===== config.mk =====
export PLATFORM = sky130hd
export DESIGN_NAME = hex_decimal_text_converter_unit_flat
export DESIGN_NICKNAME = d
export VERILOG_FILES = /design/src/design/hdtc_pkg.sv /design/src/design/hdtc_stream_if.sv /design/src/design/hdtc_char_decode.sv /design/src/design/hdtc_digit_unit.sv /design/src/design/hex_decimal_text_converter_unit.sv /design/src/flat_wrapper.sv
export SDC_FILE = /design/constraint.sdc
export NUM_CORES = 1
export LEC_CHECK = 0
export ABC_CLOCK_PERIOD_IN_PS = 10500
export BUFFER_PORTS_ARGS = -buffer_cell sky130_fd_sc_hd__buf_2
export CAP_MARGIN = 10
export CORE_ASPECT_RATIO = 0.75
export CORE_MARGIN = 3
export CORE_UTILIZATION = 70
export DETAILED_ROUTE_END_ITERATION = 6
export PLACE_DENSITY = 0.87
export SLEW_MARGIN = 5
export SYNTH_ARGS = -nofsm -noshare
export SYNTH_HDL_FRONTEND = slang
export SYNTH_HIERARCHICAL = 1
export SYNTH_SLANG_ARGS = --single-unit

===== constraint.sdc =====
create_clock -name clock -period 10.5 [get_ports clock]
set_input_delay 0.525 -clock clock [delete_from_list [all_inputs] [get_ports clock]]
set_output_delay 0.525 -clock clock [all_outputs]
set_load 0.05 [all_outputs]

===== src/design/hdtc_pkg.sv =====
`default_nettype none

package hdtc_pkg;

   // Default width of the token accumulator.
   localparam int DEFAULT_VALUE_BITS = 32;

   // At most this many characters leave the block for one token.
   localparam int MAX_CHARS = 10;

   // ASCII codes used by the parser and the text generator.
   localparam logic [7:0] ASCII_ZERO  = 8'd48;
   localparam logic [7:0] ASCII_NINE  = 8'd57;
   localparam logic [7:0] ASCII_UPPER_A = 8'd65;
   localparam logic [7:0] ASCII_UPPER_Z = 8'd90;
   localparam logic [7:0] ASCII_LOWER_X = 8'd120;
   localparam logic [7:0] ASCII_MINUS = 8'd45;
   localparam logic [7:0] ASCII_PLUS  = 8'd43;

   // Letters map to ten and up through this bias.
   localparam logic [7:0] HEX_LETTER_BIAS = 8'd55;

   // Commands to the digit unit.
   localparam logic [1:0] DU_HOLD   = 2'd0;
   localparam logic [1:0] DU_LOAD   = 2'd1;
   localparam logic [1:0] DU_DABBLE = 2'd2;
   localparam logic [1:0] DU_SHIFT  = 2'd3;

   // Per-token parser flags.
   typedef struct packed {
      logic [1:0] pos;
      logic       first_zero;
      logic       hex_mode;
      logic       dec_done;
   } token_type;

   // Command bundle from the sequencer to the digit unit.
   typedef struct packed {
      logic [1:0] op;
      logic       serial_bit;
   } du_cmd_type;

endpackage

`default_nettype wire


===== src/design/hdtc_stream_if.sv =====
`default_nettype none

// Input character channel.
interface hdtc_req_if;
   logic       valid;
   logic       ready;
   logic [7:0] in_char;
   logic       end_of_token;

   modport source (output valid, output in_char, output end_of_token, input ready);
   modport sink   (input valid, input in_char, input end_of_token, output ready);
endinterface

// Output text channel.
interface hdtc_rsp_if;
   logic       valid;
   logic       ready;
   logic [7:0] out_char;
   logic       last_char;

   modport source (output valid, output out_char, output last_char, input ready);
   modport sink   (input valid, input out_char, input last_char, output ready);
endinterface

`default_nettype wire


===== src/design/hdtc_char_decode.sv =====
`default_nettype none

module hdtc_char_decode #(
   parameter int VALUE_BITS = hdtc_pkg::DEFAULT_VALUE_BITS
) (
   input  wire logic [7:0]            in_char,
   input  wire hdtc_pkg::token_type   tok,
   input  wire logic [VALUE_BITS-1:0] acc,
   output hdtc_pkg::token_type        tok_next,
   output logic [VALUE_BITS-1:0]      acc_next,
   output logic                       is_halt
);

   logic is_letter;
   logic is_digit;
   logic [VALUE_BITS-1:0] bias;

   assign is_letter = (in_char >= hdtc_pkg::ASCII_UPPER_A) && (in_char <= hdtc_pkg::ASCII_UPPER_Z);
   assign is_digit  = (in_char >= hdtc_pkg::ASCII_ZERO) && (in_char <= hdtc_pkg::ASCII_NINE);
   assign bias      = is_letter ? VALUE_BITS'(hdtc_pkg::HEX_LETTER_BIAS)
                                : VALUE_BITS'(hdtc_pkg::ASCII_ZERO);

   // A minus sign in the first position stops the block.
   assign is_halt = (tok.pos == 2'd0) && (in_char == hdtc_pkg::ASCII_MINUS);

   // Fold one character into the accumulator and advance the token flags.
   always_comb begin
      tok_next = tok;
      acc_next = acc;
      if (tok.hex_mode) begin
         acc_next = (acc << 4) + VALUE_BITS'(in_char) - bias;
      end else if ((tok.pos == 2'd1) && tok.first_zero && (in_char == hdtc_pkg::ASCII_LOWER_X)) begin
         tok_next.hex_mode = 1'b1;
         acc_next = '0;
      end else if (!tok.dec_done) begin
         if ((tok.pos == 2'd0) && (in_char == hdtc_pkg::ASCII_PLUS)) begin
            acc_next = acc;
         end else if (is_digit) begin
            acc_next = (acc << 3) + (acc << 1)
                       + VALUE_BITS'(in_char) - VALUE_BITS'(hdtc_pkg::ASCII_ZERO);
         end else begin
            tok_next.dec_done = 1'b1;
         end
      end
      if (tok.pos == 2'd0) begin
         tok_next.first_zero = (in_char == hdtc_pkg::ASCII_ZERO);
      end
      if (tok.pos != 2'd3) begin
         tok_next.pos = tok.pos + 2'd1;
      end
   end

endmodule

`default_nettype wire


===== src/design/hdtc_digit_unit.sv =====
`default_nettype none

module hdtc_digit_unit #(
   parameter int DIGITS = hdtc_pkg::MAX_CHARS
) (
   input  wire logic                  clock,
   input  wire hdtc_pkg::du_cmd_type  cmd,
   input  wire logic [4*DIGITS-1:0]   load_value,
   output logic [3:0]                 top_digit
);

   localparam int DIG_W = 4 * DIGITS;

   logic [DIG_W-1:0] digit_ff;
   logic [DIG_W-1:0] digit_in;
   logic [DIG_W-1:0] adj;

   // Add three to every digit of five or more before the doubling shift.
   always_comb begin
      for (int k = 0; k < DIGITS; k++) begin
         adj[4*k +: 4] = (digit_ff[4*k +: 4] >= 4'd5) ? digit_ff[4*k +: 4] + 4'd3
                                                      : digit_ff[4*k +: 4];
      end
   end

   // One operation per cycle: hold, load, one double-dabble step, or a digit shift.
   always_comb begin
      case (cmd.op)
         hdtc_pkg::DU_LOAD:   digit_in = load_value;
         hdtc_pkg::DU_DABBLE: digit_in = {adj[DIG_W-2:0], cmd.serial_bit};
         hdtc_pkg::DU_SHIFT:  digit_in = {digit_ff[DIG_W-5:0], 4'd0};
         default:             digit_in = digit_ff;
      endcase
   end

   always_ff @(posedge clock) begin
      digit_ff <= digit_in;
   end

   assign top_digit = digit_ff[DIG_W-1 -: 4];

endmodule

`default_nettype wire


===== src/design/hex_decimal_text_converter_unit.sv =====
`default_nettype none

// Channel   Dir  Payload                    Beat taken when
// req_chan  in   in_char[7:0], end_of_token valid && ready
// rsp_chan  out  out_char[7:0], last_char   valid && ready
//
// A character that does not end its token is folded into the accumulator.
// A final character of a decimal token starts a leading-zero scan over up to
// DEC_DIGITS digits and then emits its text one beat per character; a hex token
// first runs VALUE_BITS double-dabble steps, one bit per cycle through the digit unit.
// Reset is synchronous and needs no clearing pass. A stalled output beat holds
// the sequencer; req ready is high only while no conversion is running.
module hex_decimal_text_converter_unit #(
   parameter int VALUE_BITS = hdtc_pkg::DEFAULT_VALUE_BITS
) (
   input wire logic   clock,
   input wire logic   reset,
   hdtc_req_if.sink   req_chan,
   hdtc_rsp_if.source rsp_chan
);

   localparam int DEC_DIGITS = (VALUE_BITS * 1233) / 4096 + 1;
   localparam int DIG_W      = 4 * DEC_DIGITS;
   localparam int CNT_W      = $clog2(VALUE_BITS);

   localparam logic [2:0] ST_IDLE   = 3'd0;
   localparam logic [2:0] ST_DABBLE = 3'd1;
   localparam logic [2:0] ST_SKIP   = 3'd2;
   localparam logic [2:0] ST_PRE0   = 3'd3;
   localparam logic [2:0] ST_PREX   = 3'd4;
   localparam logic [2:0] ST_DIGITS = 3'd5;

   logic [2:0] state_ff, state_in;
   logic [CNT_W-1:0] cnt_ff, cnt_in;
   logic [VALUE_BITS-1:0] acc_ff, acc_in;
   hdtc_pkg::token_type tok_ff, tok_in;
   logic halted_ff, halted_in;
   logic conv_hex_ff, conv_hex_in;
   logic nz_ff, nz_in;
   logic rsp_valid_ff, rsp_valid_in;
   logic [7:0] out_char_ff, out_char_in;
   logic last_char_ff, last_char_in;

   hdtc_pkg::token_type tok_next;
   logic [VALUE_BITS-1:0] acc_next;
   logic is_halt;
   hdtc_pkg::du_cmd_type du_cmd;
   logic [DIG_W-1:0] du_load;
   logic [3:0] top_digit;
   logic [7:0] digit_char;
   logic req_beat;
   logic can_load;
   logic top_nz;

   hdtc_char_decode #(.VALUE_BITS(VALUE_BITS)) u_decode (
      .in_char  (req_chan.in_char),
      .tok      (tok_ff),
      .acc      (acc_ff),
      .tok_next (tok_next),
      .acc_next (acc_next),
      .is_halt  (is_halt)
   );

   hdtc_digit_unit #(.DIGITS(DEC_DIGITS)) u_digits (
      .clock      (clock),
      .cmd        (du_cmd),
      .load_value (du_load),
      .top_digit  (top_digit)
   );

   assign req_chan.ready = (state_ff == ST_IDLE);
   assign req_beat       = req_chan.valid && req_chan.ready;
   assign can_load       = !rsp_valid_ff || rsp_chan.ready;
   assign top_nz         = (top_digit != 4'd0);
   assign digit_char     = (top_digit > 4'd9) ? {4'd0, top_digit} + hdtc_pkg::HEX_LETTER_BIAS
                                              : {4'd0, top_digit} + hdtc_pkg::ASCII_ZERO;

   // Sequencer: parse characters, run the dabble, scan and emit the text.
   always_comb begin
      state_in     = state_ff;
      cnt_in       = cnt_ff;
      acc_in       = acc_ff;
      tok_in       = tok_ff;
      halted_in    = halted_ff;
      conv_hex_in  = conv_hex_ff;
      nz_in        = nz_ff;
      rsp_valid_in = rsp_valid_ff && !rsp_chan.ready;
      out_char_in  = out_char_ff;
      last_char_in = last_char_ff;
      du_cmd       = '{op: hdtc_pkg::DU_HOLD, serial_bit: acc_ff[VALUE_BITS-1]};
      du_load      = '0;
      case (state_ff)
         ST_IDLE: begin
            if (req_beat && !halted_ff) begin
               if (is_halt) begin
                  halted_in = 1'b1;
                  tok_in    = '0;
                  acc_in    = '0;
               end else if (req_chan.end_of_token) begin
                  tok_in = '0;
                  nz_in  = 1'b0;
                  du_cmd.op = hdtc_pkg::DU_LOAD;
                  if (tok_next.hex_mode) begin
                     acc_in      = acc_next;
                     conv_hex_in = 1'b0;
                     cnt_in      = CNT_W'(VALUE_BITS - 1);
                     state_in    = ST_DABBLE;
                  end else begin
                     du_load     = DIG_W'(acc_next);
                     acc_in      = '0;
                     conv_hex_in = 1'b1;
                     cnt_in      = CNT_W'(DEC_DIGITS - 1);
                     state_in    = ST_SKIP;
                  end
               end else begin
                  tok_in = tok_next;
                  acc_in = acc_next;
               end
            end
         end
         ST_DABBLE: begin
            du_cmd.op = hdtc_pkg::DU_DABBLE;
            acc_in    = acc_ff << 1;
            if (cnt_ff == '0) begin
               cnt_in   = CNT_W'(DEC_DIGITS - 1);
               state_in = ST_SKIP;
            end else begin
               cnt_in = cnt_ff - 1'b1;
            end
         end
         ST_SKIP: begin
            // Digits above the last ten are shifted out and only set the nonzero flag.
            if (32'(cnt_ff) > 32'(hdtc_pkg::MAX_CHARS - 1)) begin
               nz_in     = nz_ff || top_nz;
               du_cmd.op = hdtc_pkg::DU_SHIFT;
               cnt_in    = cnt_ff - 1'b1;
            end else if (nz_ff || top_nz || (cnt_ff == '0)) begin
               if (conv_hex_ff && !nz_ff && (32'(cnt_ff) < 32'(hdtc_pkg::MAX_CHARS - 2))) begin
                  state_in = ST_PRE0;
               end else if (conv_hex_ff && !nz_ff
                            && (32'(cnt_ff) == 32'(hdtc_pkg::MAX_CHARS - 2))) begin
                  state_in = ST_PREX;
               end else begin
                  state_in = ST_DIGITS;
               end
            end else begin
               du_cmd.op = hdtc_pkg::DU_SHIFT;
               cnt_in    = cnt_ff - 1'b1;
            end
         end
         ST_PRE0: begin
            if (can_load) begin
               rsp_valid_in = 1'b1;
               out_char_in  = hdtc_pkg::ASCII_ZERO;
               last_char_in = 1'b0;
               state_in     = ST_PREX;
            end
         end
         ST_PREX: begin
            if (can_load) begin
               rsp_valid_in = 1'b1;
               out_char_in  = hdtc_pkg::ASCII_LOWER_X;
               last_char_in = 1'b0;
               state_in     = ST_DIGITS;
            end
         end
         ST_DIGITS: begin
            if (can_load) begin
               rsp_valid_in = 1'b1;
               out_char_in  = digit_char;
               last_char_in = (cnt_ff == '0);
               du_cmd.op    = hdtc_pkg::DU_SHIFT;
               if (cnt_ff == '0) begin
                  state_in = ST_IDLE;
               end else begin
                  cnt_in = cnt_ff - 1'b1;
               end
            end
         end
         default: begin
            state_in = ST_IDLE;
         end
      endcase
   end

   // Control state.
   always_ff @(posedge clock) begin
      if (reset) begin
         state_ff     <= ST_IDLE;
         tok_ff       <= '0;
         acc_ff       <= '0;
         halted_ff    <= 1'b0;
         rsp_valid_ff <= 1'b0;
      end else begin
         state_ff     <= state_in;
         tok_ff       <= tok_in;
         acc_ff       <= acc_in;
         halted_ff    <= halted_in;
         rsp_valid_ff <= rsp_valid_in;
      end
   end

   // Working and payload registers.
   always_ff @(posedge clock) begin
      cnt_ff       <= cnt_in;
      conv_hex_ff  <= conv_hex_in;
      nz_ff        <= nz_in;
      out_char_ff  <= out_char_in;
      last_char_ff <= last_char_in;
   end

   assign rsp_chan.valid     = rsp_valid_ff;
   assign rsp_chan.out_char  = out_char_ff;
   assign rsp_chan.last_char = last_char_ff;

endmodule

`default_nettype wire

===== src/flat_wrapper.sv =====
// flat-port wrapper written by rule: the top's interface ports become plain ports
module hex_decimal_text_converter_unit_flat 
#(
   parameter int VALUE_BITS = hdtc_pkg::DEFAULT_VALUE_BITS
)
  (clock, reset, req_chan_valid, req_chan_in_char, req_chan_end_of_token, req_chan_ready, rsp_chan_valid, rsp_chan_out_char, rsp_chan_last_char, rsp_chan_ready);
  hdtc_req_if req_chan_i ();
  hdtc_rsp_if rsp_chan_i ();
  input wire logic clock;
  input wire logic reset;
  input wire logic [$bits(req_chan_i.valid)-1:0] req_chan_valid;
  input wire logic [$bits(req_chan_i.in_char)-1:0] req_chan_in_char;
  input wire logic [$bits(req_chan_i.end_of_token)-1:0] req_chan_end_of_token;
  output wire logic [$bits(req_chan_i.ready)-1:0] req_chan_ready;
  output wire logic [$bits(rsp_chan_i.valid)-1:0] rsp_chan_valid;
  output wire logic [$bits(rsp_chan_i.out_char)-1:0] rsp_chan_out_char;
  output wire logic [$bits(rsp_chan_i.last_char)-1:0] rsp_chan_last_char;
  input wire logic [$bits(rsp_chan_i.ready)-1:0] rsp_chan_ready;
  assign req_chan_i.valid = req_chan_valid;
  assign req_chan_i.in_char = req_chan_in_char;
  assign req_chan_i.end_of_token = req_chan_end_of_token;
  assign req_chan_ready = req_chan_i.ready;
  assign rsp_chan_valid = rsp_chan_i.valid;
  assign rsp_chan_out_char = rsp_chan_i.out_char;
  assign rsp_chan_last_char = rsp_chan_i.last_char;
  assign rsp_chan_i.ready = rsp_chan_ready;
  hex_decimal_text_converter_unit #(.VALUE_BITS(VALUE_BITS)) u_core (.clock(clock), .reset(reset), .req_chan(req_chan_i), .rsp_chan(rsp_chan_i));
endmodule

==> results of run 1 <==
==> registers in the layout, summed over array words and instances, names as in the netlist <==
signal                     cells
u_core/tok_ff                  5
u_core/rsp_chan.out_char       7
u_core/nz_ff                   1
u_core/conv_hex_ff             1
u_core/state_ff                3
u_core/halted_ff               1
u_core/cnt_ff                  5
u_core/rsp_chan.valid          1
u_core/u_digits/digit_ff      40
u_core/rsp_chan.last_char      1
u_core/acc_ff                 32
==> synth_stat cells, types with 39 or more instances <==
master / instances
ha_1: 145
inv_1: 144
a21oi_1: 103
nor2_1: 97
nand2_1: 82
o21ai_0: 65
edfxtp_1: 55
clkbuf_1: 45
dfxtp_1: 42
and3_1: 39
nor2b_1: 39
==> worst register-to-register path: cells and delay by family, from the launching register on <==
| family | cells | cell delay (ns) |
|---|---|---|
| XOR/XNOR | 1 | 0.22 |
| buffers and inverters | 2 | 0.22 |
| AND/OR/NAND/NOR | 2 | 0.34 |
| adder cells (fa/ha/maj) | 3 | 1.16 |
| AO/OA/AOI/OAI | 9 | 2.32 |
| flip-flops | 1 | 0.44 |
==> stage by stage <==
step                util, %  instances  cell area [sq um]  total power [W]  worst slack (ns)
floorplan                 -       1340              10900          0.00163              5.84
CTS                    76.5       1525              11300          0.00220              5.69
global placement       74.7       1509              11000          0.00184              5.57
global route           76.5       1525              11300          0.00239              5.28
finish                 76.5       1525              11300          0.00222              5.51
detailed placement     74.7       1509              11000          0.00188              5.47
==> metal layers <==
metal  up-vias  wire length, microns  part of all wire (%)  global-route usage [%]
li1       4814                     -                     -                       -
met3        57                  2090                   7.8                    3.81
met2       498                 11800                    44                    49.5
met1      4625                 12400                    46                    46.8
met5         -                     0                     0                       0
met4         0                   517                   1.9                    8.84
==> where the power goes <==
group          internal (W)  switching, W  total [W]  leakage (nW)
combinational      0.000440      0.000744    0.00118          4.15
clock              0.000167      0.000141   0.000308         0.138
sequential         0.000593      0.000141   0.000733         0.866
==> final timing paths <==
kind                                  endpoint  cells after the start  slack, ns
hold / removal                u_core/tok_ff[4]                      2       0.47
hold reg to reg               u_core/tok_ff[4]                      2       0.47
setup reg to reg  u_core/u_digits/digit_ff[30]                     17       5.51
setup / recovery  u_core/u_digits/digit_ff[30]                     17       5.51
==> final cells by class <==
| class | instances | area (sq um) |
|---|---|---|
| flip-flops and latches | 97 | 2490 |
| inverters | 145 | 544 |
| well taps | 200 | 250 |
| clock inverters | 5 | 28.8 |
| fillers | 1131 | 3470 |
| repair buffers | 31 | 178 |
| clock buffers | 11 | 243 |
| multi-input cells | 1036 | 7580 |
==> cells by family (layout without fill, tap and decap cells) <==
logic type / after synthesis / count (layout)
and+or+nand+nor: 395 / 395
AOI/OAI and AO/OA: 391 / 391
buffers and inverters: 207 / 192
adders and majority gates: 152 / 152
DFF: 97 / 97
xor gates and xnor gates: 59 / 59
muxes: 30 / 30
other: 1 / 9
==> out/metrics.cfg, run 1 <==
[yosys]
synth-edff-count=55
synth_cells=1332
synth_compound_area_share_pct=25.0
ys_seq_area_share_pct=23.0
synth.top_cell.area_share_pct=16.7
avgSynthCellArea_sq_um=8.13
synth_cell_type_count=83
yosys-top-cells-area=ha_1, edfxtp_1, dfxtp_1, inv_1, a21oi_1
synth-seq-cells=97
yosysTopAreaCell=ha_1
netlist_area_sq_um=10800
synth_ff_type=edfxtp_1
synth.yosys.warnings=6
yosys.area_share.adder_pct=18.0
synthMuxAreaShare_pct=2.98
synthArstFlopShare_pct=0
synth_xor_area_share_pct=4.77
synth-simple-area-share_pct=18.7
synth_top_family_by_area=compound AO/OA/AOI/OAI gates

[timing]
slew_headroom_pct=17.8
setup_viol_count_final=0
finalCriticalPeriod_ns=4.99
whs_ns=0.466
fin_crit_sh_pct=47.5
finalHoldViolCount=0
slew_viol_final=0
clock.fmax_ghz=0.200
fin_skew_ns=0.00683
fin_setup_tns_ns=0
rsz0062_at_grt=false
worstMarginPinSlew_ns=1.23

[clock_network]
cts_root_buf=clkbuf_16
cts_tree=yes
clock_path_buffers=2
cts_buffers=9
cts_sinks=97
clk_latency_ns=0.35
hold_buffers=0
clkSlewWorstSetupHoldPaths_ns=0.07
cts_resized=0
post-cts-setup-buffer-count=0
h-tree-depth=3

[layout]
layout_common_cells=ha_1, inv_1, a21oi_1, nor2_1, nand2_1
nets=1485
area_growth_pct=4.45
n_antenna_cell=0
final_common_cell=ha_1
drive_gt1_share_pct=7.55

[pwr]
p_per_area_nw_per_um2=197
p_leak_nw=5.15
ir_drop_mv=0.168

[worst_setup_path]
critPathArrivalTime_ns=5.06
cp_slowest_cell=a2111oi_1
crit_path_start_kind=flip-flop
cp-end-kind=flip-flop
timing.rr.start=u_core/acc_ff[4]
cp_max_fo=5
worstPathCellList=inv_1 -> fa_1 -> inv_1 -> fa_1 -> ha_1 -> a21o_1 -> a21oi_1 -> a311oi_1 -> a2111oi_1 -> o21ai_0 -> a31oi_1 -> xor2_1 -> o211ai_1 -> nor2b_1 -> and3_1 -> a22oi_1 -> o21ai_0
crit_family=compound AO/OA/AOI/OAI gates
critPathLaunch=u_core/acc_ff[4]
crit_path_max_incr_delay_ns=0.80
required_ns=10.57
criticalPathCategory=reg -> reg
critPathBufInv=2

[place]
numPortBuffers=22
place_hpwl_microns=20100
routabilityCongestion=0.964

[floorplanning]
die_x_microns=150
start_util_pct=73.3
row_count=38
io_pins=24
die_area_sq_um=17000
die_height_microns=114
core_area_sq_um=14800

[min_path]
hold_path.class=reg -> reg
hold_start=u_core/tok_ff[4]

[global_routing]
grt_pass1_vias=9186
grt.overflow.total=0
antenna_found_initial=0
grt_max_degree=51
globalRouteTotalUtil_pct=31.7
grt_pass1_wl_microns=45000

[drt]
postRouteAntennaNets=0
routedWlPerCell_microns=17.6
drt_iter0_drc=1194
drt-total-wl_microns=26800
vias_per_cell=6.55
firstDrtPassIters=7
vias=9994
drc=0

[run_status]
outcome=complete, no violations

[flow_run]
drv_cap=0

(Power assumes the default switching activity.)
==> run 2, diff against run 1 <==
- ABC_CLOCK_PERIOD_IN_PS: 10500 -> 4400
- CORE_UTILIZATION: 70 -> 59
- PLACE_DENSITY: 0.87 -> 0.78
- clock period: 10.5 -> 4.4 ns (I/O delays scaled with it)
==> run 2 against run 1 <==
  * The flow now finishes with violations (design-rule violations)
  * Non-clock buffer count up 68
  * Via count up 1.7%
  * Maximum frequency up 16%
  * Setup slack worse by 5.4 ns
  * Cell count up 7.2%
  * Total power up 150%
  * Register-to-register slack worse by 5.4 ns
  * Critical endpoint is now u_core/u_digits/digit_ff[29]
==> out/metrics.cfg, run 2 (synthesized netlist as in run 1, its figures left out) <==
[clock_network]
cts_sinks=97
clk_latency_ns=0.36
cts_buffers=9
cts_root_buf=clkbuf_16
clock_path_buffers=2
cts_tree=yes
clkSlewWorstSetupHoldPaths_ns=0.08
hold_buffers=0
h-tree-depth=3

[pwr]
p_seq_share_pct=31.3
p_leak_nw=5.55
p_per_area_nw_per_um2=456
ir_drop_mv=0.412
totalPowerFinal_w=0.00553
swShare_pct=46.2
p_switching_w=0.00255
power_frac_clock_pct=14.5
combinationalPowerShare_pct=54.2
internal_power_w=0.00298

[drt]
drt_iter0_drc=1224
drc=1
postRouteAntennaNets=0
routedWlPerCell_microns=17.3
vias=10200
drt-total-wl_microns=28300
firstDrtPassIters=7
vias_per_cell=6.21

[timing]
fin_crit_sh_pct=97.7
slew_viol_final=0
whs_ns=0.184
fin_skew_ns=0.0176
rsz0062_at_grt=true
setup_viol_count_final=0
slew_headroom_pct=18.3
finalCriticalPeriod_ns=4.30
finalHoldViolCount=0
clock.fmax_ghz=0.233
fin_setup_tns_ns=0
worstMarginPinSlew_ns=1.22

[global_routing]
grt.overflow.total=0
globalRouteTotalUtil_pct=27.9
grt_pass1_wl_microns=46500
grt_pass1_vias=9539
antenna_found_initial=0
grt_max_degree=43

[layout]
fillerInstances=1465
fin_cells=1635
drive_gt1_share_pct=14.4
nets=1553
n_antenna_cell=0
layout_common_cells=inv_1, ha_1, a21oi_1, nor2_1, nand2_1
area_growth_pct=11.8
registers.top_by_ff_count=u_core/u_digits/digit_ff
largest_register_ffs=40
final_util_pct=68.0

[worst_setup_path]
critPathArrivalTime_ns=4.40
cp-end-kind=flip-flop
criticalPathCategory=reg -> reg
cp_max_fo=4
crit_path_start_kind=flip-flop
required_ns=4.50

[floorplanning]
die_x_microns=162
start_util_pct=60.8
row_count=42
die_area_sq_um=20000
io_pins=24
core_area_sq_um=17800
die_height_microns=123

[min_path]
hold_path.class=in -> reg

[run_status]
violations=design-rule violations
outcome=finished with violations

[place]
dpl.cell_count=1613
routabilityCongestion=0.940
place_hpwl_microns=21100
numPortBuffers=22

[flow_run]
drv_cap=0

## run 2: changes by cell type in the layout (fill, tap and decap cells not counted), moves of 3 or more
cell	before	now
a21oi_2	2	7
a21oi_1	103	97
inv_2	1	4
ha_1	145	141
buf_4	9	77
inv_8	0	4
inv_1	144	141
## run 2: metrics by stage
step / area (sq um) / worst slack [ns]
2_1_floorplan: 10900 / 0.0496
3_3_place_gp: 11600 / -0.198
6_report: 12100 / 0.100
5_1_grt: 12100 / -0.0733
4_1_cts: 11900 / -0.0171
3_5_place_dp: 11600 / -0.219
## run 2: final cells by class
| type | instances | area, sq um | area share [%] |
|---|---|---|---|
| clock buffers | 9 | 225 | 1.86 |
| well taps | 242 | 303 | 2.50 |
| clock inverters | 7 | 78.8 | 0.651 |
| multi-input cells | 1036 | 7780 | 64.2 |
| flip-flops and latches | 97 | 2490 | 20.6 |
| inverters | 145 | 544 | 4.49 |
| repair buffers | 99 | 688 | 5.68 |
## run 2: power groups by stage
stage / registers [W] / clock network, W / logic (W)
after floorplan: 0.00167 / 0 / 0.00222
after global placement: 0.00173 / 0 / 0.00279
after detailed placement: 0.00173 / 0 / 0.00287
after CTS: 0.00172 / 0.000813 / 0.00291
after global routing: 0.00177 / 0.000853 / 0.00333
final: 0.00173 / 0.000802 / 0.00300
## run 2: per-layer routing
metal / up-vias / GRT usage [%] / share of wire [%]
met3: 46 / 3.55 / 7.3
met1: 4717 / 39.7 / 46
met2: 441 / 44.7 / 45
met5: - / 0 / 0
met4: 0 / 8.04 / 1.8
li1: 4955 / - / -
## run 2: final timing paths
| check | startpoint | endpoint | depth (start not counted) | slack (ns) |
|---|---|---|---|---|
| setup / recovery | u_core/acc_ff[0] | u_core/u_digits/digit_ff[29] | 19 | 0.10 |
| hold / removal | rsp_chan_ready | u_core/state_ff[1] | 4 | 0.18 |
| hold reg to reg | u_core/tok_ff[2] | u_core/tok_ff[2] | 2 | 0.47 |
| setup reg to reg | u_core/acc_ff[0] | u_core/u_digits/digit_ff[29] | 19 | 0.10 |
## run 2: repair_timing
action	CTS	global route
gates cloned	0	0
buffers inserted	1	5
pin swaps	4	27
endpoints found under the setup margin	14	26
gates resized for setup	4	37
## run 2: critical path, stage by stage (launching register included)
cell	delay, ns
dfxtp_2	0.33
inv_1	0.05
fa_1	0.49
inv_1	0.04
ha_1	0.27
ha_2	0.18
inv_2	0.04
fa_2	0.35
nand2b_4	0.16
a21oi_4	0.20
a2111oi_4	0.07
nor3_4	0.33
a211oi_2	0.14
o41ai_2	0.32
xnor2_1	0.18
o21ai_1	0.10
a22o_1	0.22
nor2b_4	0.13
and3_1	0.19
a211o_1	0.24
